[src/rtl/pie_drop_probability_controller_assert.svh]
// Assertion macros shared by the PIE drop probability controller modules.
// No dependencies; included inside module bodies.
`ifndef PIE_DROP_PROBABILITY_CONTROLLER_ASSERT_SVH
`define PIE_DROP_PROBABILITY_CONTROLLER_ASSERT_SVH

// Implication checked on every clock edge outside reset.
`define PIE_ASSERT_IMP(lbl, clk, rst_n, ante, cons) \
	lbl: assert property (@(posedge clk) disable iff (!rst_n) (ante) |-> (cons)) \
		else $error("assertion failed");

// Next-cycle implication checked outside reset.
`define PIE_ASSERT_NEXT(lbl, clk, rst_n, ante, cons) \
	lbl: assert property (@(posedge clk) disable iff (!rst_n) (ante) |=> (cons)) \
		else $error("assertion failed");

`endif

[src/rtl/pie_pkg.sv]
// Types and constants of the PIE drop probability controller.
// No dependencies.
package pie_pkg;

	typedef struct packed {
		logic        kind;
		logic [31:0] now_ms;
		logic [23:0] queue_bytes;
		logic [15:0] packet_bytes;
	} pie_in_t;

	typedef struct packed {
		logic [24:0] drop_probability;
		logic [15:0] queue_delay_ms;
		logic [23:0] departure_rate;
		logic [15:0] burst_left_ms;
	} pie_out_t;

	localparam logic [2:0] REG_TARGET    = 3'd0;
	localparam logic [2:0] REG_MAX_BURST = 3'd1;
	localparam logic [2:0] REG_PERIOD    = 3'd2;
	localparam logic [2:0] REG_THRESH    = 3'd3;
	localparam logic [2:0] REG_ALPHA     = 3'd4;
	localparam logic [2:0] REG_BETA      = 3'd5;

	localparam logic        KIND_DEQ  = 1'b0;
	localparam logic        KIND_TICK = 1'b1;

	localparam logic [24:0] Q24_ONE       = 25'd16777216;
	localparam logic [24:0] PROB_LOW_EDGE = 25'd167773;
	localparam logic [24:0] PROB_MID_EDGE = 25'd1677722;
	localparam logic [15:0] DECAY_NUM     = 16'd64225;
	localparam logic [24:0] BYTES_MAX     = 25'h1FFFFFF;
	localparam logic [23:0] RATE_MAX      = 24'hFFFFFF;
	localparam logic [15:0] DELAY_MAX     = 16'hFFFF;
	localparam int          DIV_W         = 32;

	// Commands from the controller to the datapath.
	typedef struct packed {
		logic load;      // capture the input item
		logic div_start; // start a division
		logic div_sel;   // 0: bytes / elapsed, 1: queue / rate
		logic deq_fin;   // finish a dequeue update
		logic tick_mul;  // register the gain products
		logic tick_fin;  // finish a tick update
	} pie_cmd_t;

	typedef struct packed {
		logic kind;
		logic need_div;  // dequeue that takes a rate sample
		logic rate_nz;
		logic div_done;
	} pie_sts_t;

endpackage

[src/rtl/pie_drop_probability_controller.sv]
// Top level of the PIE drop probability controller.
// Depends on pie_pkg, pie_ctrl, pie_datapath.
//   channel  direction  handshake          payload
//   in       input      in_valid/in_ready  pie_in_t
//   out      output     out_valid/out_ready pie_out_t
//   cfg      input      cfg_we             cfg_index, cfg_data
// A dequeue transaction without a rate sample steps through decode and finish before
// its result is shown; a tick without a delay division steps through decode, gain
// products and finish. A division adds a pass through the one-bit-per-cycle 32-bit divider.
// The next input transaction is taken the cycle after the result is delivered.
// Reset is asynchronous and restores register defaults and zero state.
// A stalled output holds the result and keeps in_ready low.
module pie_drop_probability_controller (
	input  logic              clk,
	input  logic              arst_n,
	input  logic              in_valid,
	output logic              in_ready,
	input  pie_pkg::pie_in_t  in_data,
	output logic              out_valid,
	input  logic              out_ready,
	output pie_pkg::pie_out_t out_data,
	input  logic              cfg_we,
	input  logic [2:0]        cfg_index,
	input  logic [23:0]       cfg_data
);
	import pie_pkg::*;

	pie_cmd_t cmd;
	pie_sts_t sts;

	pie_ctrl u_ctrl (
		.clk(clk), .arst_n(arst_n), .in_valid(in_valid), .in_ready(in_ready),
		.out_valid(out_valid), .out_ready(out_ready), .sts(sts), .cmd(cmd)
	);

	pie_datapath u_dp (
		.clk(clk), .arst_n(arst_n), .cfg_we(cfg_we), .cfg_index(cfg_index),
		.cfg_data(cfg_data), .in_item(in_data), .cmd(cmd), .sts(sts), .result(out_data)
	);
endmodule

[src/rtl/pie_divider.sv]
// Restoring radix-2 divider, one quotient bit per cycle.
// Depends on pie_pkg.
module pie_divider (
	input  logic                     clk,
	input  logic                     arst_n,
	input  logic                     start,
	input  logic [pie_pkg::DIV_W-1:0] dividend,
	input  logic [pie_pkg::DIV_W-1:0] divisor,
	output logic                     done,
	output logic [pie_pkg::DIV_W-1:0] quotient
);
	import pie_pkg::*;

	logic [DIV_W-1:0] rem_q, quo_q, dvs_q;
	logic [5:0]       cnt_q;
	logic             busy_q;
	logic [DIV_W:0]   trial;
	logic [DIV_W:0]   shifted;

	assign shifted = {rem_q, quo_q[DIV_W-1]};
	assign trial   = shifted - {1'b0, dvs_q};

	always_ff @(posedge clk or negedge arst_n) begin
		if (!arst_n) begin
			busy_q <= 1'b0;
			cnt_q  <= '0;
			done   <= 1'b0;
		end else begin
			done <= 1'b0;
			if (start) begin
				busy_q <= 1'b1;
				cnt_q  <= 6'(DIV_W);
			end else if (busy_q) begin
				cnt_q <= cnt_q - 6'd1;
				if (cnt_q == 6'd1) begin
					busy_q <= 1'b0;
					done   <= 1'b1;
				end
			end
		end
	end

	always_ff @(posedge clk) begin
		if (start) begin
			rem_q <= '0;
			quo_q <= dividend;
			dvs_q <= divisor;
		end else if (busy_q) begin
			if (!trial[DIV_W]) begin
				rem_q <= trial[DIV_W-1:0];
				quo_q <= {quo_q[DIV_W-2:0], 1'b1};
			end else begin
				rem_q <= shifted[DIV_W-1:0];
				quo_q <= {quo_q[DIV_W-2:0], 1'b0};
			end
		end
	end

	assign quotient = quo_q;
endmodule

[src/rtl/pie_datapath.sv]
// Datapath: configuration, controller state, measurement and tick update.
// Depends on pie_pkg and pie_divider.
module pie_datapath (
	input  logic              clk,
	input  logic              arst_n,
	input  logic              cfg_we,
	input  logic [2:0]        cfg_index,
	input  logic [23:0]       cfg_data,
	input  pie_pkg::pie_in_t  in_item,
	input  pie_pkg::pie_cmd_t cmd,
	output pie_pkg::pie_sts_t sts,
	output pie_pkg::pie_out_t result
);
	import pie_pkg::*;

	logic [15:0] target_q, max_burst_q;
	logic [9:0]  period_q;
	logic [23:0] thresh_q;
	logic [11:0] alpha_q, beta_q;

	logic [24:0] prob_q;
	logic [15:0] dnow_q, dbef_q;
	logic        meas_q;
	logic [24:0] mbytes_q;
	logic [31:0] mstart_q;
	logic [23:0] rate_q;
	logic [15:0] burst_q;

	pie_in_t     item_q;
	logic        meas_n;
	logic [24:0] mbytes_n;
	logic [31:0] mstart_n;
	logic [31:0] dt_q;

	logic        div_done;
	logic [31:0] div_quo, div_a, div_b;

	// Dequeue front half, evaluated on the captured item.
	logic        start_meas;
	logic [25:0] acc;
	logic [24:0] acc_sat;
	logic [31:0] dt_w;

	always_ff @(posedge clk or negedge arst_n) begin
		if (!arst_n) begin
			target_q    <= 16'd15;
			max_burst_q <= 16'd150;
			period_q    <= 10'd10;
			thresh_q    <= 24'd16384;
			alpha_q     <= 12'd32;
			beta_q      <= 12'd320;
		end else if (cfg_we) begin
			case (cfg_index)
				REG_TARGET:    target_q    <= cfg_data[15:0];
				REG_MAX_BURST: max_burst_q <= cfg_data[15:0];
				REG_PERIOD:    period_q    <= cfg_data[9:0];
				REG_THRESH:    thresh_q    <= cfg_data;
				REG_ALPHA:     alpha_q     <= cfg_data[11:0];
				REG_BETA:      beta_q      <= cfg_data[11:0];
				default: ;
			endcase
		end
	end

	always_ff @(posedge clk) begin
		if (cmd.load) item_q <= in_item;
	end

	always_comb begin
		start_meas = (item_q.queue_bytes >= thresh_q) && !meas_q;
		meas_n   = meas_q | start_meas;
		mstart_n = start_meas ? item_q.now_ms : mstart_q;
		acc      = {1'b0, (start_meas ? 25'd0 : mbytes_q)} + 26'(item_q.packet_bytes);
		acc_sat  = acc[25] ? BYTES_MAX : acc[24:0];
		mbytes_n = acc_sat;
		dt_w     = item_q.now_ms - mstart_n;
	end

	always_ff @(posedge clk) begin
		if (cmd.load) dt_q <= '0;
		else if (cmd.div_start) dt_q <= dt_w;
	end

	assign div_a = cmd.div_sel ? {8'd0, item_q.queue_bytes} : {7'd0, mbytes_n};
	assign div_b = cmd.div_sel ? {8'd0, rate_q} : dt_w;

	pie_divider u_div (
		.clk(clk), .arst_n(arst_n), .start(cmd.div_start),
		.dividend(div_a), .divisor(div_b), .done(div_done), .quotient(div_quo)
	);

	// Rate sample and moving average.
	logic [23:0] sample;
	logic [24:0] avg;
	always_comb begin
		sample = (div_quo > 32'(RATE_MAX)) ? RATE_MAX : div_quo[23:0];
		if (rate_q == 24'd0) avg = {1'b0, sample};
		else avg = {1'b0, rate_q - (rate_q >> 3)} + {4'd0, sample[23:3]};
	end

	// Tick: delay, gain products (registered), then step and clamp.
	logic [15:0] d_new;
	logic signed [17:0] err_t, err_p;
	logic signed [30:0] pa_s1, pb_s1;
	logic [15:0]        dnew_s1;
	logic               decay_ok_s1;
	always_comb begin
		if (rate_q == 24'd0) d_new = 16'd0;
		else d_new = (div_quo > 32'(DELAY_MAX)) ? DELAY_MAX : div_quo[15:0];
		err_t = $signed({2'b0, d_new}) - $signed({2'b0, target_q});
		err_p = $signed({2'b0, d_new}) - $signed({2'b0, dnow_q});
	end

	always_ff @(posedge clk) begin
		if (cmd.tick_mul) begin
			pa_s1       <= $signed({1'b0, alpha_q}) * err_t;
			pb_s1       <= $signed({1'b0, beta_q}) * err_p;
			dnew_s1     <= d_new;
			decay_ok_s1 <= !(d_new == 16'd0 && item_q.queue_bytes != 24'd0);
		end
	end

	logic signed [31:0] sum;
	logic signed [44:0] step, prob_x;
	logic [24:0]        prob_c, prob_d;
	logic               allow;
	logic [40:0]        dec_prod;
	logic [15:0]        burst_t;
	always_comb begin
		sum = 32'(pa_s1) + 32'(pb_s1);
		if (prob_q < PROB_LOW_EDGE) step = 45'(sum) <<< 9;
		else if (prob_q < PROB_MID_EDGE) step = 45'(sum) <<< 11;
		else step = 45'(sum) <<< 12;
		prob_x = $signed({20'd0, prob_q}) + step;
		allow = decay_ok_s1;
		if (prob_x < 0) prob_c = '0;
		else if (prob_x > $signed({20'd0, Q24_ONE})) begin
			prob_c = Q24_ONE;
			allow  = 1'b0;
		end else prob_c = prob_x[24:0];
		dec_prod = prob_c * DECAY_NUM;
		if (dnew_s1 == 16'd0 && dnow_q == 16'd0 && allow) prob_d = dec_prod[40:16];
		else prob_d = prob_c;
		burst_t = (burst_q > {6'd0, period_q}) ? burst_q - {6'd0, period_q} : 16'd0;
	end

	always_ff @(posedge clk or negedge arst_n) begin
		if (!arst_n) begin
			prob_q   <= '0;
			dnow_q   <= '0;
			dbef_q   <= '0;
			meas_q   <= 1'b0;
			mbytes_q <= '0;
			mstart_q <= '0;
			rate_q   <= '0;
			burst_q  <= '0;
		end else if (cmd.deq_fin) begin
			meas_q   <= meas_n;
			mbytes_q <= mbytes_n;
			mstart_q <= mstart_n;
			if (sts.need_div) begin
				rate_q <= avg[24] ? RATE_MAX : avg[23:0];
				if (item_q.queue_bytes < thresh_q) meas_q <= 1'b0;
				else begin
					mbytes_q <= '0;
					mstart_q <= item_q.now_ms;
				end
				burst_q <= (32'(burst_q) > dt_q) ? burst_q - dt_q[15:0] : 16'd0;
			end
		end else if (cmd.tick_fin) begin
			dbef_q  <= dnow_q;
			dnow_q  <= dnew_s1;
			prob_q  <= prob_d;
			burst_q <= burst_t;
			if (prob_d == '0 && dnew_s1 < (target_q >> 1) && dnow_q < (target_q >> 1)
					&& rate_q != 24'd0) begin
				meas_q  <= 1'b0;
				rate_q  <= '0;
				burst_q <= max_burst_q;
			end
		end
	end

	assign sts.kind     = item_q.kind;
	assign sts.need_div = meas_n && (mbytes_n > {1'b0, thresh_q}) && (dt_w != 32'd0);
	assign sts.rate_nz  = rate_q != 24'd0;
	assign sts.div_done = div_done;

	assign result.drop_probability = prob_q;
	assign result.queue_delay_ms   = dnow_q;
	assign result.departure_rate   = rate_q;
	assign result.burst_left_ms    = burst_q;

	`include "pie_drop_probability_controller_assert.svh"
	`PIE_ASSERT_IMP(a_prob_range, clk, arst_n, 1'b1, prob_q <= Q24_ONE)
	`PIE_ASSERT_IMP(a_one_update, clk, arst_n, 1'b1, !(cmd.deq_fin && cmd.tick_fin))
	`PIE_ASSERT_NEXT(a_idle_clear, clk, arst_n, cmd.tick_fin && prob_d == '0 && dnew_s1 < (target_q >> 1) && dnow_q < (target_q >> 1), rate_q == 24'd0)
endmodule

[src/rtl/pie_ctrl.sv]
// Controller state machine sequencing loads, divisions and updates.
// Depends on pie_pkg.
module pie_ctrl (
	input  logic              clk,
	input  logic              arst_n,
	input  logic              in_valid,
	output logic              in_ready,
	output logic              out_valid,
	input  logic              out_ready,
	input  pie_pkg::pie_sts_t sts,
	output pie_pkg::pie_cmd_t cmd
);
	import pie_pkg::*;

	typedef enum logic [2:0] {ST_IDLE, ST_DECODE, ST_DIV, ST_MUL, ST_FIN, ST_OUT} state_t;
	state_t state_q;
	logic   tick_q;

	assign in_ready = (state_q == ST_IDLE);

	always_comb begin
		cmd = '0;
		cmd.load    = in_valid && in_ready;
		// The captured item's kind is valid from the decode cycle on.
		cmd.div_sel = sts.kind;
		case (state_q)
			ST_DECODE: cmd.div_start = (sts.kind == KIND_TICK) ? sts.rate_nz : sts.need_div;
			ST_MUL:    cmd.tick_mul  = 1'b1;
			ST_FIN: begin
				cmd.deq_fin  = !tick_q;
				cmd.tick_fin = tick_q;
			end
			default: ;
		endcase
	end

	always_ff @(posedge clk or negedge arst_n) begin
		if (!arst_n) begin
			state_q   <= ST_IDLE;
			tick_q    <= 1'b0;
			out_valid <= 1'b0;
		end else begin
			case (state_q)
				ST_IDLE: if (in_valid) state_q <= ST_DECODE;
				ST_DECODE: begin
					tick_q <= sts.kind;
					if (cmd.div_start) state_q <= ST_DIV;
					else state_q <= (sts.kind == KIND_TICK) ? ST_MUL : ST_FIN;
				end
				ST_DIV: if (sts.div_done) state_q <= tick_q ? ST_MUL : ST_FIN;
				ST_MUL: state_q <= ST_FIN;
				ST_FIN: begin
					state_q   <= ST_OUT;
					out_valid <= 1'b1;
				end
				ST_OUT: if (out_ready) begin
					out_valid <= 1'b0;
					state_q   <= ST_IDLE;
				end
				default: state_q <= ST_IDLE;
			endcase
		end
	end

	`include "pie_drop_probability_controller_assert.svh"
	`PIE_ASSERT_IMP(a_out_in_out, clk, arst_n, out_valid, state_q == ST_OUT)
	`PIE_ASSERT_IMP(a_no_accept_busy, clk, arst_n, state_q != ST_IDLE, !in_ready)
	`PIE_ASSERT_NEXT(a_fin_once, clk, arst_n, state_q == ST_FIN, state_q == ST_OUT)
endmodule

[config.mk]
export PLATFORM = sky130hd
export DESIGN_NAME = pie_drop_probability_controller
export DESIGN_NICKNAME = d
export VERILOG_FILES = /design/src/rtl/pie_pkg.sv /design/src/rtl/pie_drop_probability_controller.sv /design/src/rtl/pie_divider.sv /design/src/rtl/pie_datapath.sv /design/src/rtl/pie_ctrl.sv
export VERILOG_INCLUDE_DIRS = /design/src /design/src/rtl
export SDC_FILE = /design/constraint.sdc
export NUM_CORES = 2
export LEC_CHECK = 0
export BUFFER_PORTS_ARGS = -buffer_cell sky130_fd_sc_hd__buf_4
export CORE_MARGIN = 2
export CORE_UTILIZATION = 50
export CTS_CLUSTER_SIZE = 10
export DETAILED_ROUTE_END_ITERATION = 6
export GPL_TIMING_DRIVEN = 0
export HOLD_SLACK_MARGIN = 0.02
export PLACE_DENSITY = 0.66
export SYNTH_ARGS = -nofsm -noshare
export SYNTH_HDL_FRONTEND = slang
export SYNTH_SLANG_ARGS = --single-unit
[constraint.sdc]
create_clock -name clk -period 17.75 [get_ports clk]
set_clock_uncertainty 0.2 [all_clocks]
set_input_delay 0.8875 -clock clk [delete_from_list [all_inputs] [get_ports clk]]
set_output_delay 0.8875 -clock clk [all_outputs]
set_load 0.1 [all_outputs]
# Yosys cells after proc, flatten, opt, wreduce, memory -nomap -nowiden
# Index checks and enable logic that the tools add are counted.
[classes]
add_sub_neg = 12
n_mul = 3
n_lt_le_gt_ge = 13
n_eq_ne = 15
mux = 62
bitwise_logic = 2
reduce_logical = 39
[op_table]
columns = ["operator", "count"]
rows = [
  ["$mux 25", 9],
  ["$mux 32", 6],
  ["$mux 24", 7],
  ["$mux 16", 8],
  ["$mux 43", 2],
  ["$mul 13x17->30", 2],
  ["$logic_not 16->1", 3],
  ["$reduce_bool 24->1", 2],
  ["$add 26x44->45", 1],
  ["$gt 45x26->1 const B", 1],
  ["$lt 45x1->1 const B", 1],
  ["$mul 25x16->41 const B", 1],
  ["$sub 16x16->17", 2],
  ["$sub 33x32->33", 1],
  ["$add 31x31->32", 1],
  ["$gt 16x32->1", 1],
  ["$gt 32x16->1 const B", 1],
  ["$gt 32x24->1 const B", 1],
  ["$lt 16x15->1", 2],
  ["$reduce_bool 32->1", 1],
  ["$sub 32x32->32", 1],
  ["$add 25x16->26", 1],
  ["$add 24x21->25", 1],
  ["$gt 25x24->1", 1],
  ["30 further kinds", 89],
]
[totals]
ff_bits = 522
wordCells = 178

# Depth between registers and ports, before layout
[logic_depth]
depth_word = 16
ltp_mapped = 64
depth_no_buf = 59

# Hierarchy
# A second synthesis with hierarchy kept.
[hier_totals]
cells_unflattened = 6282
hier_area_um2 = 58148.3
[modules_own_cells]
columns = ["module", "instances", "cells_each", "area_per_inst_um2", "seq_area_each_um2"]
rows = [
  ["pie_datapath", 1, 5659, 51879.8, 10892.9],
  ["pie_divider", 1, 581, 5886.9, 2762.6],
  ["pie_ctrl", 1, 42, 381.6, 125.1],
]

# Least setup slack after synthesis
# OpenSTA, ideal clock, no wires.
[synth_path]
kind = "reg2reg"
startpoint = "reg u_dp.prob_q[23]"
endpoint = "reg u_dp.rate_q[4]"
arrival_time_ns = 13.648
required_ns = 17.418
slack_ns = 3.769
path_stages_with_launch = 53
path_buffers = 8
synth_period_minus_slack_ns = 13.981
cell_sequence = "dfrtp_1 > or4_4 > nor4_2 > o221a_2 > buf_4 > clkbuf_1 > clkbuf_1 > and2_1 > ha_1 > inv_1 > fa_1 > nor2b_1 > o21ai_0 > a21boi_0 > o211ai_1 > a21oi_1 > o21ai_0 > o21ai_0 > [... 17 more ...] > ha_1 > clkbuf_1 > and3_1 > a221o_1 > and2_1 > o21a_1 > o21ai_0 > nand2b_1 > a21oi_1 > a21boi_1 > mux2i_1 > or4_1 > nor4_2 > nand4_1 > o31a_4 > buf_6 > nand2_1 > o21ai_1"
[synth_via]
elab_chain_cells = 15
word_cells_on_any_way = 20
classes_between = "add/sub: 1; mul: 1; order compare: 4; mux: 7; reduce/logical: 7"
[synth_lines]
columns = ["element", "line", "source"]
rows = [
  ["start, declared", "pie_datapath.sv:21", "logic [24:0] prob_q;"],
  ["start signal, assigned", "pie_datapath.sv:173", "prob_q <= prob_d;"],
  ["$lt 25x21->1", "pie_datapath.sv:132", "else if (prob_q < PROB_MID_EDGE) step = 45'(sum) <<< 11;"],
  ["$mux 43", "pie_datapath.sv:132", ""],
  ["$mux 43", "pie_datapath.sv:131", "if (prob_q < PROB_LOW_EDGE) step = 45'(sum) <<< 9;"],
  ["$add 26x44->45 (*)", "pie_datapath.sv:134", "prob_x = $signed({20'd0, prob_q}) + step;"],
  ["$gt 45x26->1", "pie_datapath.sv:137", "else if (prob_x > $signed({20'd0, Q24_ONE})) begin"],
  ["$mux 25 / $mux 1 (equally long branches)", "pie_datapath.sv:137", ""],
  ["$mux 25 / $mux 1 (equally long branches)", "pie_datapath.sv:136", "if (prob_x < 0) prob_c = '0;"],
  ["$mul 25x16->41 / $logic_and 1x1->1 (equally long branches)", "pie_datapath.sv:141, pie_datapath.sv:142", ""],
  ["$mux 25 (*)", "pie_datapath.sv:142", "if (dnew_s1 == 16'd0 && dnow_q == 16'd0 && allow) prob_d = dec_prod[40:16];"],
  ["$logic_not 25->1 (*)", "pie_datapath.sv:175", "if (prob_d == '0 && dnew_s1 < (target_q >> 1) && dnow_q < (target_q >> 1)"],
  ["$logic_and 1x1->1 (*) (2 in series)", "pie_datapath.sv:175", ""],
  ["$logic_and 1x1->1 (*)", "pie_datapath.sv:176", "&& rate_q != 24'd0) begin"],
  ["$reduce_bool 2->1 (no line) (*)", "-", ""],
  ["$reduce_and 3->1 (no line) (*)", "-", ""],
  ["end signal, assigned", "pie_datapath.sv:162", "rate_q <= avg[24] ? RATE_MAX : avg[23:0];"],
  ["end, declared", "pie_datapath.sv:26", "logic [23:0] rate_q;"],
]
# Every way passes the cells marked *; elsewhere a longest branch is shown, timed or not.
# A chain may end at the register's enable or synchronous reset.

# Worst setup path in the final report
[layout_path]
startpoint = "reg u_dp.prob_q[5]"
endpoint = "reg u_dp.burst_q[2]"
[layout_via]
elab_chain_cells = 16
word_cells_on_any_way = 21
classes_between = "add/sub: 1; mul: 1; order compare: 4; mux: 10; reduce/logical: 5"
[layout_lines]
columns = ["element", "line", "source"]
rows = [
  ["$lt 25x21->1", "pie_datapath.sv:132", ""],
  ["$mux 43", "pie_datapath.sv:132", ""],
  ["$mux 43", "pie_datapath.sv:131", ""],
  ["$add 26x44->45 (*)", "pie_datapath.sv:134", ""],
  ["$gt 45x26->1", "pie_datapath.sv:137", ""],
  ["$mux 25 / $mux 1 (equally long branches)", "pie_datapath.sv:137", ""],
  ["$mux 25 / $mux 1 (equally long branches)", "pie_datapath.sv:136", ""],
  ["$mul 25x16->41 / $logic_and 1x1->1 (equally long branches)", "pie_datapath.sv:141, pie_datapath.sv:142", ""],
  ["$mux 25 (*)", "pie_datapath.sv:142", ""],
  ["$logic_not 25->1 (*)", "pie_datapath.sv:175", ""],
  ["$logic_and 1x1->1 (*) (2 in series)", "pie_datapath.sv:175", ""],
  ["$logic_and 1x1->1 (*)", "pie_datapath.sv:176", ""],
  ["$mux 16 (*)", "pie_datapath.sv:175", ""],
  ["$mux 16 (*)", "pie_datapath.sv:170", "end else if (cmd.tick_fin) begin"],
  ["$mux 16 (*)", "pie_datapath.sv:157", "end else if (cmd.deq_fin) begin"],
  ["end signal, assigned", "pie_datapath.sv:168", "burst_q <= (32'(burst_q) > dt_q) ? burst_q - dt_q[15:0] : 16'd0;"],
  ["end signal, assigned", "pie_datapath.sv:174", "burst_q <= burst_t;"],
  ["end signal, assigned", "pie_datapath.sv:179", "burst_q <= max_burst_q;"],
  ["end, declared", "pie_datapath.sv:27", "logic [15:0] burst_q;"],
]
# Every way passes the cells marked *; elsewhere a longest branch is shown, timed or not. The select of a mux whose other input is x is not followed.

==> results.sh <==
export IMPL_hold_ws_ns=0.227
export IMPL_cts_max_level=3
export IMPL_hold_depth=1
export IMPL_cts_tree="done"
export IMPL_yosys_top_cells_area="fa_1, ha_1, edfxtp_1"
export IMPL_clkSinkCount=520
export IMPL_start_util_pct=50.2
export IMPL_rr_worst_depth=52
export IMPL_mappedNetlistNets=7416
export IMPL_hold_violations=0
export IMPL_finalCriticalPeriod_ns=16.89
export IMPL_syn_to_final_growth_pct=9.81
export IMPL_synth_compound_area_share_pct=12.7
export IMPL_num_nets_final=7678
export IMPL_relSlewSlack_pct=10.7
export IMPL_ys_ff_latch=520
export IMPL_setup_violations=0
export IMPL_r2r_end="u_dp.burst_q[2]$_DFFE_PN0P_"
export IMPL_via_per_inst=5.54
export IMPL_die_w_um=342
export IMPL_crit_fanout=10
export IMPL_core_rowCount=124
export IMPL_grt_pass1_vias=44088
export IMPL_num_io_pins=188
export IMPL_worst_ep_required_time_ns=18.08
export IMPL_yosysUniqueCellTypes=105
export IMPL_detail_route_wl_per_cell_um=19.4
export IMPL_r2r_slack_ns=0.86
export IMPL_synth_area_um2=57300
export IMPL_overflow=0
export IMPL_status="completed"
export IMPL_routed_wl_um=155000
export IMPL_fmax_ghz=0.0592
export IMPL_yosysTopAreaCellShare_pct=19.4
export IMPL_setup_slack_ns=0.856
export IMPL_ys_warn_count=0
export IMPL_synth_cells=6142
export IMPL_synth_simple_gate_area_share_pct=14.0
export IMPL_numCtsBuffers=67
export IMPL_dieArea_um2=117000
export IMPL_grt_max_degree=90
export IMPL_tns_ns=0
export IMPL_drive_gt1_share_pct=8.56
export IMPL_max_stage_delay_ns=0.69
export IMPL_gp_congestion=0.934
export IMPL_clock_root_buffer="clkbuf_16"
export IMPL_postLayoutCellArea_um2=62900
export IMPL_first_iter_violations=2824
export IMPL_io_buffers=187
export IMPL_core_area_um2=114000
export IMPL_clkTransAtPathRegs_ns=0.06
export IMPL_die_y_um=342
export IMPL_place_ws_ns=0.457
export IMPL_fin_crit_sh_pct=95.2
export IMPL_endpoint_kind="register"
export IMPL_drc_errors=0
export IMPL_start_kind="register"
export IMPL_synth_top_family_by_area="adder cells"
export IMPL_cts_buffer_depth=3
export IMPL_yosysTopAreaCell="fa_1"
export IMPL_ant_nets=0
export IMPL_ys_seq_area_share_pct=24.1
export IMPL_worstSkewPairLatency_ns=0.63
export IMPL_path_class="reg -> reg"
export IMPL_antenna_found_initial=3
export IMPL_drv_slew=0
export IMPL_grt_use_total_pct=26.5
export IMPL_max_cap_viol_count=0
export IMPL_multi_input_area_um2=38800
export IMPL_async_flop_share_pct=46.5
export IMPL_min_from="in_data[33]"
export IMPL_tightest_slew_ns=1.33
export IMPL_postCtsSetupRepairBufs=0
export IMPL_seqCellArea_um2=13800
export IMPL_fill_cells=10275
export IMPL_synth_edf_count=214
export IMPL_vias=44142
export IMPL_min_to="u_dp.item_q[33]$_DFFE_PP_"
export IMPL_arrival_ns=17.23
export IMPL_holdCritPathClass="in -> reg"
export IMPL_rr_startpoint="u_dp.prob_q[5]$_DFFE_PN0P_"
export IMPL_synthAdderAreaFrac_pct=32.8
export IMPL_grt_pass1_wl_um=244000
export IMPL_drt_pass1_iter_count=7
export IMPL_dp_hpwl_um=127000
export IMPL_avgSynthCellArea_um2=9.32
export IMPL_synth_xor_area_share_pct=3.79
export IMPL_placed_area_um2=60700
export IMPL_slowest_stage="a211oi_1"
export IMPL_synth_ff_type="dfrtp_1"
export IMPL_synth_mux_area_share_pct=4.47
==> metal layers <==
layer / vias up / global-route usage (%) / share of wire (%)
met5: - / 0 / 0.0084
met4: 2 / 8.37 / 3.1
met3: 243 / 5.43 / 7.6
met2: 1239 / 41.9 / 45
met1: 21634 / 36.6 / 44
li1: 21024 / - / -
==> what timing repair did <==
action	4_1_cts	5_1_grt
setup endpoints to repair	0	41
hold buffers	1	0
hold endpoints to repair	5	0
gates resized for setup	0	3
==> flip-flops by register name, summed over array words and instances (netlist names), 3 cells and up <==
| register | count |
|---|---|
| u_dp.item_q | 72 |
| u_dp.dt_q | 32 |
| u_dp.mstart_q | 32 |
| u_dp.u_div.dvs_q | 32 |
| u_dp.u_div.quotient | 32 |
| u_dp.u_div.rem_q | 32 |
| u_dp.pa_s1 | 30 |
| u_dp.pb_s1 | 30 |
| u_dp.mbytes_q | 25 |
| u_dp.prob_q | 25 |
| u_dp.rate_q | 24 |
| u_dp.thresh_q | 24 |
| u_dp.burst_q | 16 |
| u_dp.dnew_s1 | 16 |
| u_dp.dnow_q | 16 |
| u_dp.max_burst_q | 16 |
| u_dp.target_q | 16 |
| u_dp.alpha_q | 12 |
| u_dp.beta_q | 12 |
| u_dp.period_q | 10 |
| u_dp.u_div.cnt_q | 6 |
| u_ctrl.state_q | 3 |
==> cells in the final DEF, fill, tap and decap left out, types with 19 or more instances in the layout <==
master	instances
nand2_1	550
o21ai_0	213
a211oi_1	71
o211ai_1	24
nor2_1	352
a31oi_1	25
or3_1	20
xor2_1	84
a21oi_1	268
mux2i_1	89
o21bai_1	68
nand2b_1	53
o21ai_1	32
dfrtp_1	228
clkbuf_1	208
a221oi_1	19
and2_1	218
edfxtp_1	214
a21o_1	116
and3_1	21
clkbuf_16	69
inv_1	1008
buf_4	190
mux2_2	148
nor3_1	74
dfxtp_1	64
a21boi_0	37
xnor2_1	164
o21a_1	29
nor2b_1	84
fa_1	555
nor4_1	44
nand3_1	58
o31ai_1	39
or2_2	39
ha_1	614
nand4_1	49
==> synth_stat cells (10+ instances only) <==
cell type and count:
inv_1 1008, ha_1 614, fa_1 555, nand2_1 550, nor2_1 352, a21oi_1 268
dfrtp_1 228, and2_1 218, edfxtp_1 214, o21ai_0 214, clkbuf_1 173, xnor2_1 164
mux2_2 148, a21o_1 116, mux2i_1 89, nor2b_1 85, xor2_1 84, nor3_1 74
a211oi_1 71, o21bai_1 68, dfxtp_1 64, nand3_1 58, nand2b_1 53, nand4_1 49
nor4_1 44, o31ai_1 39, or2_2 39, a21boi_0 37, o21ai_1 31, o21a_1 29
a31oi_1 26, o211ai_1 24, and3_1 21, or3_1 20, a221oi_1 19, buf_1 19
buf_2 17, dfstp_2 14, nand3b_1 14, nor3b_1 14, or4_1 14, o22ai_1 13
a211o_1 11, a22o_1 10, a311oi_1 10
==> layout make-up <==
type                            instances  share of cell area [%]
Antenna cell                            2                 0.00796
Buffer                                218                    1.43
Clock buffer                          111                    3.09
Clock inverter                         13                   0.312
Inverter                             1008                    6.02
Multi-Input combinational cell       4396                    61.8
Sequential cell                       520                    21.9
Tap cell                             1512                    3.01
Timing Repair Buffer                  193                    2.47
==> per-stage QoR <==
| step | instances | util, % |
|---|---|---|
| final | 7973 | 55.1 |
| after global routing | 7971 | 55.1 |
| after CTS | 7971 | 55.1 |
| after detailed placement | 7846 | 53.2 |
| after global placement | 7841 | 53.1 |
| after floorplan | 6142 | - |
==> how the worst max path moves through the flow <==
stage / endpoint / start / slack, ns / cells past startpoint
3_3_place_gp: u_dp.rate_q[22]$_DFFE_PN0P_ / u_dp.prob_q[6]$_DFFE_PN0P_ / 0.66 / 54
6_report: u_dp.burst_q[2]$_DFFE_PN0P_ / u_dp.prob_q[5]$_DFFE_PN0P_ / 0.86 / 52
3_5_place_dp: u_dp.rate_q[22]$_DFFE_PN0P_ / u_dp.prob_q[5]$_DFFE_PN0P_ / 0.46 / 52
4_1_cts: u_dp.burst_q[2]$_DFFE_PN0P_ / u_dp.prob_q[5]$_DFFE_PN0P_ / 0.39 / 52
5_1_grt: u_dp.burst_q[2]$_DFFE_PN0P_ / u_dp.prob_q[5]$_DFFE_PN0P_ / -0.001 / 52
2_1_floorplan: u_dp.rate_q[4]$_DFFE_PN0P_ / u_dp.prob_q[23]$_DFFE_PN0P_ / 3.77 / 52
==> logic make-up (layout without fill, tap and decap cells) <==
kind of cell    count (synthesis)  in the layout
simple gates                 1639           1639
xor+xnor                      248            248
fa+ha+maj                    1170           1170
compound gates               1102           1102
mux                           237            237
flops                         520            520
buf+inv                      1226           1543
other cells                     0              2
==> worst max-delay path, delay by kind of cell (launching register included) <==
family / cells / cell delay [ns]
adders and majority gates: 9 / 3.80
DFF: 1 / 0.47
AOI/OAI and AO/OA: 19 / 5.45
buffers and inverters: 12 / 3.22
and+or+nand+nor: 12 / 3.65
Power is left out: the tool's default activity adds up to more than one toggle a clock period on the data nets, which glitch-free logic cannot reach.
